==> src/rtl/lmi4_pkg.sv <==
// Shared constants and types of the four-axis linear move interpolator.
`default_nettype none
package lmi4_pkg;

    localparam int AXES        = 4;
    localparam int POS_W       = 32;
    localparam int FRAC_BITS   = 16;
    localparam int FEED_W      = 16;
    localparam int MS_W        = 32;
    localparam int DIST_W      = 16;
    // per-axis span |target - start|
    localparam int SPAN_W      = POS_W;
    // move length and distance travelled while a move runs
    localparam int LEN_W       = SPAN_W + 1;
    localparam int MOVED_W     = LEN_W;
    localparam int SQ_W        = 2 * SPAN_W;
    localparam int RAD_W       = SQ_W + 2;
    localparam int PROD_W      = FEED_W + MS_W;
    localparam int CDIV_W      = PROD_W + FRAC_BITS;
    localparam int CNT_W       = 7;
    localparam int MS_PER_MIN  = 60000;
    localparam logic [DIST_W-1:0] MIN_DIST_RST = 16'd66;

    // distance = feed * elapsed * 2^FRAC_BITS / 60000
    //          = (feed * elapsed << (FRAC_BITS - 5)) / 1875
    localparam int CDIV_SH     = FRAC_BITS - 5;
    localparam int CDIV_DIV    = MS_PER_MIN >> 5;
    // quotient digit per step and the steps over the whole dividend
    localparam int CDIV_DIG    = 16;
    localparam int CDIV_STEPS  = CDIV_W / CDIV_DIG;
    localparam int CDIV_REM_W  = $clog2(CDIV_DIV);
    localparam int CDIV_X_W    = CDIV_REM_W + CDIV_DIG;
    // reciprocal of the divisor, exact for any step value below 2^CDIV_X_W
    localparam int CDIV_RCP_SH = CDIV_X_W + CDIV_REM_W;
    localparam int CDIV_RCP_W  = 28;
    localparam logic [CDIV_RCP_W-1:0] CDIV_RCP = CDIV_RCP_W'(
        ((64'd1 << CDIV_RCP_SH) + 64'(CDIV_DIV) - 64'd1) / 64'(CDIV_DIV));

    typedef enum logic [1:0] {
        ACT_UPDATE = 2'd0,
        ACT_TARGET = 2'd1,
        ACT_SETPOS = 2'd2,
        ACT_NONE   = 2'd3
    } action_t;

    // lane commands, one-cycle pulses
    typedef struct packed {
        logic sq_go;
        logic ip_go;
    } lane_cmd_t;

endpackage
`default_nettype wire

==> src/rtl/lmi4_merge.sv <==
// Merge stage: sums the lane squares and takes the integer square root.
`default_nettype none
module lmi4_merge (
    input  wire logic                        clk,
    input  wire logic                        rst_n,
    input  wire logic                        go,
    input  wire logic [lmi4_pkg::SQ_W-1:0]   sq [lmi4_pkg::AXES],
    output logic [lmi4_pkg::LEN_W-1:0]       move_length,
    output logic                             busy
);
    import lmi4_pkg::*;

    localparam int REM_W = LEN_W + 1;

    typedef enum logic [3:0] {
        M_IDLE = 4'b0001,
        M_SUM  = 4'b0010,
        M_ROOT = 4'b0100,
        M_WAIT = 4'b1000
    } merge_state_t;

    merge_state_t       state_reg;
    logic [SQ_W:0]      s01_reg;
    logic [SQ_W:0]      s23_reg;
    logic [RAD_W-1:0]   rad_reg;
    logic [REM_W-1:0]   rem_reg;
    logic [LEN_W-1:0]   root_reg;
    logic [CNT_W-1:0]   cnt_reg;
    logic [REM_W+1:0]   t2;
    logic [REM_W+1:0]   trial;
    logic               ge;

    // one root digit per cycle
    always_comb
    begin
        t2    = {rem_reg, rad_reg[RAD_W-1:RAD_W-2]};
        trial = (REM_W+2)'({root_reg, 2'b01});
        ge    = t2 >= trial;
    end

    always_ff @(posedge clk or negedge rst_n)
    begin
        if (!rst_n)
        begin
            state_reg <= M_IDLE;
            cnt_reg   <= '0;
        end
        else
        begin
            unique case (state_reg)
                M_IDLE:
                begin
                    if (go)
                        state_reg <= M_SUM;
                end
                M_SUM:
                begin
                    state_reg <= M_ROOT;
                    cnt_reg   <= CNT_W'(RAD_W / 2 - 1);
                end
                M_ROOT:
                begin
                    if (cnt_reg == '0)
                        state_reg <= M_WAIT;
                    else
                        cnt_reg <= cnt_reg - 1'b1;
                end
                M_WAIT:
                begin
                    state_reg <= M_IDLE;
                end
                default:
                begin
                    state_reg <= M_IDLE;
                end
            endcase
        end
    end

    always_ff @(posedge clk)
    begin
        case (state_reg)
            M_IDLE:
            begin
                s01_reg <= {1'b0, sq[0]} + {1'b0, sq[1]};
                s23_reg <= {1'b0, sq[2]} + {1'b0, sq[3]};
            end
            M_SUM:
            begin
                rad_reg  <= RAD_W'(s01_reg) + RAD_W'(s23_reg);
                rem_reg  <= '0;
                root_reg <= '0;
            end
            M_ROOT:
            begin
                rem_reg  <= ge ? REM_W'(t2 - trial) : t2[REM_W-1:0];
                root_reg <= {root_reg[LEN_W-2:0], ge};
                rad_reg  <= {rad_reg[RAD_W-3:0], 2'b00};
            end
            default:
            begin
                rem_reg <= rem_reg;
            end
        endcase
    end

    assign move_length = root_reg;
    // busy is low in the hand-back state, once the root is complete
    assign busy = (state_reg != M_IDLE) && (state_reg != M_WAIT);

endmodule
`default_nettype wire

==> config.mk <==
export PLATFORM = sky130hd
export DESIGN_NAME = lmi4_merge
export DESIGN_NICKNAME = d
export VERILOG_FILES = /design/src/rtl/lmi4_pkg.sv /design/src/rtl/lmi4_merge.sv
export SDC_FILE = /design/constraint.sdc
export NUM_CORES = 1
export LEC_CHECK = 0
export ABC_AREA = 1
export BUFFER_PORTS_ARGS = -buffer_cell sky130_fd_sc_hd__buf_2
export CAP_MARGIN = 0
export CORE_MARGIN = 2
export CORE_UTILIZATION = 36
export CTS_CLUSTER_DIAMETER = 30
export DETAILED_ROUTE_END_ITERATION = 6
export PLACE_DENSITY_LB_ADDON = 0.3
export SYNTH_ARGS = -nofsm -noshare
export SYNTH_HDL_FRONTEND = slang
export SYNTH_SLANG_ARGS = --single-unit
export TNS_END_PERCENT = 10
==> constraint.sdc <==
create_clock -name clk -period 25.9 [get_ports clk]
set_input_delay 1.295 -clock clk [delete_from_list [all_inputs] [get_ports clk]]
set_output_delay 1.295 -clock clk [all_outputs]
set_load 0.03 [all_outputs]
==> results.sh <==
export IMPL_switching_share=0.483
export IMPL_power_uw=4110
export IMPL_cp_depth=7
export IMPL_arrival_ps=3830
export IMPL_fin_area_mm2=0.0337
export IMPL_power_density_mw_per_mm2=122
export IMPL_r2r_start="state_reg[0]"
export IMPL_vias=29227
export IMPL_min_path_type="reg -> reg"
export IMPL_fp_dieW_um=286
export IMPL_reg2reg_depth=7
export IMPL_synth_ff_type="edfxtp_1"
export IMPL_drt_initial_drc_count=2092
export IMPL_fmax_mhz=276
export IMPL_slew_viol_final=0
export IMPL_worst_setup_path_type="reg -> reg"
export IMPL_place_area_mm2=0.0312
export IMPL_postRouteAntennaNets=0
export IMPL_crit_slowest_cell="buf_4"
export IMPL_clockBufferDepth=3
export IMPL_crit_top_cell="buf_4"
export IMPL_synth_net_count=5089
export IMPL_rows=103
export IMPL_synth_edf_count=263
export IMPL_overflow=0
export IMPL_pwr_share_seq=0.229
export IMPL_fin_tns_setup_ps=0
export IMPL_routedWlPerCell_um=16.5
export IMPL_final_nets=5436
export IMPL_drv_cap=0
export IMPL_cts_sinks=274
export IMPL_cp_startpoint="state_reg[0]"
export IMPL_io_buffers=292
export IMPL_drtPass1Iterations=7
export IMPL_p_int_uw=2120
export IMPL_final_cell_mix="1,624 x nand2_1, 846 x inv_1, 607 x nor2_1"
export IMPL_grt_total_usage=0.242
export IMPL_drt_vias_per_instance=4.83
export IMPL_gp_congestion=0.974
export IMPL_slowest_delay_ps=870
export IMPL_grt_pass1_vias=28508
export IMPL_setup_worst_path_end_class="flip-flop"
export IMPL_n_antenna_cell=0
export IMPL_cts_resized=0
export IMPL_fin_crit_sh=0.140
export IMPL_hold_viol_final=0
export IMPL_worst_r2r_setup_slack_ps=22280
export IMPL_switching_power_uw=1980
export IMPL_largest_reg_flops=66
export IMPL_rsz0062_at_grt="false"
export IMPL_route_detailed_drc=2
export IMPL_async_flop_share=0.0401
export IMPL_final_setup_viol_count=0
export IMPL_layout_min_cycle_time_ps=3620
export IMPL_avgSynthCellArea_um2=6.22
export IMPL_yosysSeqAreaShare=0.286
export IMPL_cp_required_ps=26100
export IMPL_antenna_found_initial=2
export IMPL_r2r_end="rad_reg[50]"
export IMPL_power_frac_clock=0.219
export IMPL_path_max_fanout=77
export IMPL_p_leak_uw=0.0174
export IMPL_yosys_warnings=0
export IMPL_drive_gt1_frac=0.0944
export IMPL_synth_area_mm2=0.0286
export IMPL_area_growth_pct=17.9
export IMPL_crit_family="buffers and inverters"
export IMPL_final_common_cell="nand2_1"
export IMPL_peakVddDrop_mv=0.0649
export IMPL_tritoncts="built"
export IMPL_whs_ps=497
export IMPL_post_cts_buffers=0
export IMPL_path_cells="inv_1, nand2_1, nor3_4, buf_4, inv_2, nand2_4, buf_4"
export IMPL_path_clk_slew_ps=40
export IMPL_hpwl_um=84300
export IMPL_drt_wl_total_um=99700
export IMPL_cp_endpoint="rad_reg[50]"
export IMPL_grt_pass1_wl_um=154000
export IMPL_cp_buffers_inverters=4
export IMPL_cts_hold_buf=0
export IMPL_synth_seq_cells=274
export IMPL_grt_max_degree=78
export IMPL_p_comb_frac=0.552
export IMPL_boundaryPins=293
export IMPL_fin_worst_skew_ps=25.5
export IMPL_cts_root_buf="clkbuf_16"
export IMPL_cts_buffers_inserted=74
export IMPL_status="finished with violations"
export IMPL_start_util=0.363
export IMPL_die_y_um=286
export IMPL_cts_max_level=3
export IMPL_clkLatencyLatePin_ps=610
export IMPL_synth_distinct_cells=47
export IMPL_die_area_mm2=0.0816
export IMPL_crit_path_start_kind="flip-flop"
export IMPL_coreArea_mm2=0.0787
export IMPL_synthCells=4597
export IMPL_relSlewSlack=0.315
export IMPL_failed_checks="DRC"
export IMPL_tightest_slew_ps=1030
synth_stat cells, types with 24 or more instances:
library cell,count,area [um2]
nand3_1,252,1260
nand4_1,29,181
o21ai_0,133,666
ha_1,230,2880
a21oi_1,240,1200
edfxtp_1,263,7900
inv_1,847,3180
xor2_1,83,727
nand2_1,1625,6100
nor2_1,607,2280
nand3b_1,24,180
nor3_1,43,215
kinds of logic after synthesis:
family                   Yosys count  share of synthesized area
AO/OA/AOI/OAI                    469                     0.0886
AND/OR/NAND/NOR                 2646                      0.374
buffers and inverters            876                      0.119
XOR/XNOR                          99                     0.0303
flip-flops                       274                      0.286
adder cells (fa/ha/maj)          233                      0.103
layer usage:
metal,up-vias,GRT usage,share of wire
li1,15144,-,-
met1,13068,0.306,0.44
met2,855,0.427,0.48
met3,160,0.0239,0.047
met4,0,0.0835,0.032
met5,-,0,0
power groups by stage:
stage / logic, uW / clock network, uW / registers [uW]
6_report: 2270 / 900 / 938
5_1_grt: 2560 / 934 / 954
4_1_cts: 2260 / 914 / 944
3_5_place_dp: 2240 / 0 / 948
3_3_place_gp: 2230 / 0 / 946
2_1_floorplan: 1600 / 0 / 947
metrics by stage:
stage | instances | worst slack [ps] | utilization
6_report | 6052 | 22280 | 0.428
5_1_grt | 6052 | 21910 | 0.428
4_1_cts | 6052 | 22210 | 0.428
3_5_place_dp | 5918 | 22250 | 0.396
3_3_place_gp | 5918 | 22260 | 0.396
2_1_floorplan | 4597 | 13260 | -
worst min-delay path by stage:
| stage | startpoint | to | slack (ps) | cells after the start |
|---|---|---|---|---|
| after global routing | rad_reg[11] | rad_reg[13] | 530 | 2 |
| after detailed placement | cnt_reg[0] | cnt_reg[0] | 490 | 1 |
| after CTS | rad_reg[42] | rad_reg[44] | 480 | 2 |
| final | rad_reg[42] | rad_reg[44] | 500 | 2 |
| after floorplan | cnt_reg[0] | cnt_reg[0] | 460 | 1 |
| after global placement | cnt_reg[0] | cnt_reg[0] | 480 | 1 |
layout make-up:
| type | count | area [um2] |
|---|---|---|
| Fill cell | 8576 | 45000 |
| Multi-Input combinational cell | 3447 | 17000 |
| Sequential cell | 274 | 8170 |
| Inverter | 849 | 3190 |
| Clock buffer | 84 | 1930 |
| Timing Repair Buffer | 298 | 1510 |
| Tap cell | 1050 | 1310 |
| Clock inverter | 50 | 558 |
worst reg2reg max path, cell delays in order (launching register included):
cell	delay [ps]
dfstp_2	350
inv_1	90
nand2_1	110
nor3_4	110
buf_4	460
inv_2	430
nand2_4	690
buf_4	880
No activity file was read; power rests on OpenSTA's default activity.
