File: src/rtl/lmi4_pkg.sv
// Shared constants and types of the four-axis linear move interpolator.
`default_nettype none
package lmi4_pkg;

    localparam int AXES        = 4;
    localparam int POS_W       = 32;
    localparam int FRAC_BITS   = 16;
    localparam int FEED_W      = 16;
    localparam int MS_W        = 32;
    localparam int DIST_W      = 16;
    // per-axis span |target - start|
    localparam int SPAN_W      = POS_W;
    // move length and distance travelled while a move runs
    localparam int LEN_W       = SPAN_W + 1;
    localparam int MOVED_W     = LEN_W;
    localparam int SQ_W        = 2 * SPAN_W;
    localparam int RAD_W       = SQ_W + 2;
    localparam int PROD_W      = FEED_W + MS_W;
    localparam int CDIV_W      = PROD_W + FRAC_BITS;
    localparam int CNT_W       = 7;
    localparam int MS_PER_MIN  = 60000;
    localparam logic [DIST_W-1:0] MIN_DIST_RST = 16'd66;

    // distance = feed * elapsed * 2^FRAC_BITS / 60000
    //          = (feed * elapsed << (FRAC_BITS - 5)) / 1875
    localparam int CDIV_SH     = FRAC_BITS - 5;
    localparam int CDIV_DIV    = MS_PER_MIN >> 5;
    // quotient digit per step and the steps over the whole dividend
    localparam int CDIV_DIG    = 16;
    localparam int CDIV_STEPS  = CDIV_W / CDIV_DIG;
    localparam int CDIV_REM_W  = $clog2(CDIV_DIV);
    localparam int CDIV_X_W    = CDIV_REM_W + CDIV_DIG;
    // reciprocal of the divisor, exact for any step value below 2^CDIV_X_W
    localparam int CDIV_RCP_SH = CDIV_X_W + CDIV_REM_W;
    localparam int CDIV_RCP_W  = 28;
    localparam logic [CDIV_RCP_W-1:0] CDIV_RCP = CDIV_RCP_W'(
        ((64'd1 << CDIV_RCP_SH) + 64'(CDIV_DIV) - 64'd1) / 64'(CDIV_DIV));

    typedef enum logic [1:0] {
        ACT_UPDATE = 2'd0,
        ACT_TARGET = 2'd1,
        ACT_SETPOS = 2'd2,
        ACT_NONE   = 2'd3
    } action_t;

    // lane commands, one-cycle pulses
    typedef struct packed {
        logic sq_go;
        logic ip_go;
    } lane_cmd_t;

endpackage
`default_nettype wire

File: src/rtl/lmi4_lane.sv
// One axis lane: span, serial multiply, serial divide by the move length.
`default_nettype none
module lmi4_lane (
    input  wire logic                        clk,
    input  wire logic                        rst_n,
    input  wire lmi4_pkg::lane_cmd_t         cmd,
    input  wire logic [lmi4_pkg::POS_W-1:0]  start_pos,
    input  wire logic [lmi4_pkg::POS_W-1:0]  target_pos,
    input  wire logic [lmi4_pkg::MOVED_W-1:0] moved,
    input  wire logic [lmi4_pkg::LEN_W-1:0]  move_length,
    output logic [lmi4_pkg::SQ_W-1:0]        sq,
    output logic [lmi4_pkg::SPAN_W-1:0]      off,
    output logic                             busy
);
    import lmi4_pkg::*;

    localparam int ACC_W = SPAN_W + MOVED_W;

    typedef enum logic [2:0] {
        L_IDLE = 3'b001,
        L_MUL  = 3'b010,
        L_DIV  = 3'b100
    } lane_state_t;

    lane_state_t          state_reg;
    logic [ACC_W-1:0]     acc_reg;
    logic [ACC_W-1:0]     acc_next;
    logic [MOVED_W-1:0]   mplier_reg;
    logic [CNT_W-1:0]     cnt_reg;
    logic                 div_reg;
    logic [LEN_W-1:0]     rem_reg;
    logic [SPAN_W-1:0]    span;
    logic                 up;
    logic [LEN_W:0]       trial;
    logic                 ge;

    // span of the move on this axis
    always_comb
    begin
        up   = $signed(target_pos) >= $signed(start_pos);
        span = up ? (target_pos - start_pos) : (start_pos - target_pos);
    end

    // MSB-first shift-add step
    always_comb
    begin
        acc_next = {acc_reg[ACC_W-2:0], 1'b0}
                 + (mplier_reg[MOVED_W-1] ? ACC_W'(span) : '0);
    end

    // restoring divide step, quotient shifts into the low accumulator bits
    always_comb
    begin
        trial = {rem_reg, acc_reg[SPAN_W-1]};
        ge    = trial >= {1'b0, move_length};
    end

    always_ff @(posedge clk or negedge rst_n)
    begin
        if (!rst_n)
        begin
            state_reg <= L_IDLE;
            cnt_reg   <= '0;
            div_reg   <= 1'b0;
        end
        else
        begin
            unique case (state_reg)
                L_IDLE:
                begin
                    if (cmd.sq_go || cmd.ip_go)
                    begin
                        state_reg <= L_MUL;
                        cnt_reg   <= CNT_W'(MOVED_W - 1);
                        div_reg   <= cmd.ip_go;
                    end
                end
                L_MUL:
                begin
                    if (cnt_reg == '0)
                    begin
                        state_reg <= div_reg ? L_DIV : L_IDLE;
                        cnt_reg   <= CNT_W'(SPAN_W - 1);
                    end
                    else
                    begin
                        cnt_reg <= cnt_reg - 1'b1;
                    end
                end
                L_DIV:
                begin
                    if (cnt_reg == '0)
                        state_reg <= L_IDLE;
                    else
                        cnt_reg <= cnt_reg - 1'b1;
                end
                default:
                begin
                    state_reg <= L_IDLE;
                end
            endcase
        end
    end

    // datapath
    always_ff @(posedge clk)
    begin
        case (state_reg)
            L_IDLE:
            begin
                if (cmd.sq_go || cmd.ip_go)
                begin
                    acc_reg    <= '0;
                    mplier_reg <= cmd.ip_go ? moved : MOVED_W'(span);
                end
            end
            L_MUL:
            begin
                acc_reg    <= acc_next;
                mplier_reg <= {mplier_reg[MOVED_W-2:0], 1'b0};
                rem_reg    <= acc_next[ACC_W-1:SPAN_W];
            end
            L_DIV:
            begin
                rem_reg <= ge ? LEN_W'(trial - {1'b0, move_length}) : trial[LEN_W-1:0];
                acc_reg <= {acc_reg[ACC_W-1:SPAN_W], acc_reg[SPAN_W-2:0], ge};
            end
            default:
            begin
                acc_reg <= acc_reg;
            end
        endcase
    end

    assign sq   = acc_reg[SQ_W-1:0];
    assign off  = acc_reg[SPAN_W-1:0];
    assign busy = (state_reg != L_IDLE);

endmodule
`default_nettype wire

File: config.mk
export PLATFORM = sky130hd
export DESIGN_NAME = lmi4_lane
export DESIGN_NICKNAME = d
export VERILOG_FILES = /design/src/rtl/lmi4_pkg.sv /design/src/rtl/lmi4_lane.sv
export SDC_FILE = /design/constraint.sdc
export NUM_CORES = 1
export LEC_CHECK = 0
export ABC_AREA = 1
export ABC_CLOCK_PERIOD_IN_PS = 5600
export BUFFER_PORTS_ARGS = -buffer_cell sky130_fd_sc_hd__buf_2
export CORE_ASPECT_RATIO = 1.4
export CORE_MARGIN = 5
export CORE_UTILIZATION = 45
export CTS_CLUSTER_DIAMETER = 60
export CTS_CLUSTER_SIZE = 20
export DETAILED_ROUTE_END_ITERATION = 12
export GPL_TIMING_DRIVEN = 0
export PLACE_DENSITY_LB_ADDON = 0.25
export SYNTH_ARGS = -nofsm -noshare
export SYNTH_HDL_FRONTEND = slang
export SYNTH_SLANG_ARGS = --single-unit
File: constraint.sdc
create_clock -name clk -period 5.6 [get_ports clk]
set_clock_uncertainty 0.15 [all_clocks]
set_input_delay 0.28 -clock clk [delete_from_list [all_inputs] [get_ports clk]]
set_output_delay 0.28 -clock clk [all_outputs]
set_load 0.005 [all_outputs]
==> out/metrics.yaml <==
timing:
  hold_viol: 0
  drv_slew: 0
  hold_ws_ps: 57.39
  tightest_slew_ps: 1345
  period_share_pct: 93.36
  rsz0062_at_grt: "false"
  clock.fmax_mhz: 191.3
  slew_headroom_pct: 10.23
  finalSetupViolations: 0
  layout_min_cycle_time_ps: 5228
  tns_ps: 0
floorplanning:
  io_pins: 231
  die_h_um: 243.6
  die-area_mm2: 0.04310
  die_width_um: 176.9
  core_area_mm2: 0.03850
  start_util_pct: 45.57
  rows: 85
synth:
  netlist_area_mm2: 0.01755
  synth-edff-count: 130
  synth.yosys.seq_area_share_pct: 23.83
  ys_async_sr_fraction_pct: 7.801
  ys_ff_latch: 141
  yosys_warnings: 0
  yosys-top-cells-count: "nand2_1 (1033), inv_1 (465), nor2_1 (266)"
  synthCells: 2922
  synth_area_per_cell_um2: 6.005
  synthTopCellsByArea: "edfxtp_1 (22%), nand2_1 (22%), inv_1 (9.9%)"
  yosysMostFrequentCell: "nand2_1"
  netlist-cell-type-count: 53
  synth-main-ff-cell: "edfxtp_1"
  yosysTopAreaCellShare_pct: 22.25
  synth_area_leader_cell: "edfxtp_1"
  synth_nets: 3189
finish:
  antenna_cells: 0
  syn2layout_area_growth_pct: 13.88
  largest_register_ffs: 64
  fin_nets: 3440
  drive_above_1_share_pct: 10.92
  final_cell_count_no_fill: 3708
  final_area_mm2: 0.01998
detailed_routing:
  ant_nets: 0
  drc: 0
  wl_um: 75930
  firstDrtPassIters: 6
  num_vias: 19730
  wl_per_cell_um: 20.48
  drt_iter0_drc: 1053
  viasPerCell: 5.322
clocking:
  numCtsBuffers: 17
  clock_latency_ps: 450
  cts_setup_buffers: 0
  cts_tree: "done"
  cts-htree-levels: 4
  path_clk_slew_ps: 70
  clock_sinks: 141
  cts_root_buf: "clkbuf_16"
  clockBufferDepth: 2
power:
  power_leakage_uw: 0.01057
  max-vdd-ir-drop_uv: 317.2
  powerDensity_mw_per_mm2: 479.4
critical_path:
  cp_data_arrival_time_ps: 5280
  crit_type: "primary input to flop"
  start_kind: "primary input"
  endpoint_kind: "flop"
  reg2reg_slack_ps: 1320
  path_max_fanout: 10
  required_ps: 5650
placement:
  dpl-instance-area_mm2: 0.01935
  io_buffers: 230
  dp.cells: 3674
  post-dp-hpwl_um: 65680
  gp_congestion: 1.009
global_route:
  grt_max_degree: 38
  grt_pass1_vias: 20160
  antenna_found_initial: 0
  globalRoute.totalOverflow: 0
  grt_pass1_wl_um: 112100
  grt_usage_pct: 34.40
status:
  status: "finished, final reports clean"
run:
  maxCapViolCount: 0
min_path:
  hold_class: "primary input to flop"
## timing repair
| item | in CTS | in global routing |
|---|---|---|
| endpoints found under the setup margin | 0 | 4 |
| hold buffers | 2 | 0 |
| hold endpoints to repair | 12 | 0 |
| gates resized for setup | 0 | 3 |
## path summary, 6_finish.rpt
path                                          start                          end  cells after the start
min in group asynchronous                     rst_n       cnt_reg[0]$_DFFE_PN0P_                      2
setup reg to reg              rem_reg[31]$_DFFE_PP_        rem_reg[25]$_DFFE_PP_                     11
hold / removal                             moved[0]  mplier_reg[0]$_SDFFCE_PP0P_                      5
setup / recovery                      target_pos[0]        rem_reg[27]$_DFFE_PP_                     28
hold reg to reg            mplier_reg[17]$_DFFE_PP_     mplier_reg[18]$_DFFE_PP_                      2
max in group asynchronous                     rst_n     state_reg[0]$_DFFE_PN1P_                      2
## layer usage
| layer | GRT usage, % | part of all wire [%] |
|---|---|---|
| met5 | 0 | 0 |
| met4 | 32.26 | 11 |
| met3 | 3.489 | 3.7 |
| met2 | 67.38 | 54 |
| met1 | 29.17 | 31 |
## worst max-delay path, stage by stage
cell and delay [ps]:
buf_2 110, inv_1 50, ha_1 140, inv_1 90, fa_1 460, nand3_1 110
nand2_1 110, nand2_1 80, nand2_1 80, nand2_1 90, nand2_2 120, nand2_2 130
a21oi_1 170, nor2_4 380, buf_6 240, nand2_1 70, nand2_1 140, nor2_1 90
ha_1 370, nand2_1 120, o21ai_1 470, a21oi_1 270, or2_2 420, or2_2 320
nand3_1 110, nand2_1 90, nand2_1 60, nand2_1 60
## report_power, final
part | switching, uW | total (uW) | internal (uW)
combinational | 4000 | 5880 | 1880
sequential | 531 | 2500 | 1970
clock | 498 | 1200 | 700
total | 5020 | 9580 | 4560
## layout by cell type (no fill, tap or decap), types with 3 or more instances in the layout
master | synthesis | routed
nor3_1 | 36 | 36
xor2_1 | 33 | 33
xnor2_1 | 27 | 27
fa_1 | 4 | 4
a21oi_1 | 178 | 178
nand3b_1 | 14 | 14
buf_4 | 38 | 38
o21ai_0 | 145 | 143
clkbuf_1 | 33 | 34
nor2_1 | 266 | 266
nor2_4 | 4 | 4
dfrtp_1 | 10 | 10
nand2_1 | 1033 | 1030
bufinv_16 | 0 | 3
o21ai_1 | 3 | 5
buf_2 | 10 | 240
ha_1 | 129 | 129
edfxtp_1 | 130 | 130
nand3_1 | 215 | 215
nor4_1 | 11 | 10
nor3b_1 | 3 | 3
nand2_2 | 9 | 12
clkbuf_16 | 0 | 17
nand4_1 | 46 | 46
o21a_1 | 6 | 6
or2_2 | 7 | 7
nor2_2 | 4 | 4
buf_1 | 4 | 4
inv_1 | 465 | 465
clkinvlp_4 | 0 | 4
o21bai_1 | 13 | 13
and3_1 | 3 | 3
a21o_1 | 14 | 14
## through the flow
step                setup WS (ps)  utilization (%)  total power (uW)
floorplan                    1559                -              6069
global placement           -268.6            50.26              8182
detailed placement         -313.8            50.27              8282
CTS                         132.9            51.88              9505
global route                131.7            51.90             10260
finish                      371.9            51.90              9579
## layout make-up
cell class | count | area, um2
Multi-Input combinational cell | 2226 | 11130
Inverter | 468 | 1757
Timing Repair Buffer | 232 | 1171
Clock buffer | 18 | 429.2
Tap cell | 522 | 653.1
Fill cell | 4111 | 18520
Sequential cell | 141 | 4180
Buffer | 87 | 490.5
Clock inverter | 14 | 168.9
## logic make-up after synthesis
logic type | share of synthesized area, %
flops | 23.83
fa+ha+maj | 9.656
simple gates | 39.18
compound gates | 11.54
buf+inv | 12.81
xor+xnor | 2.995
Power figures use the tool's default switching activity.
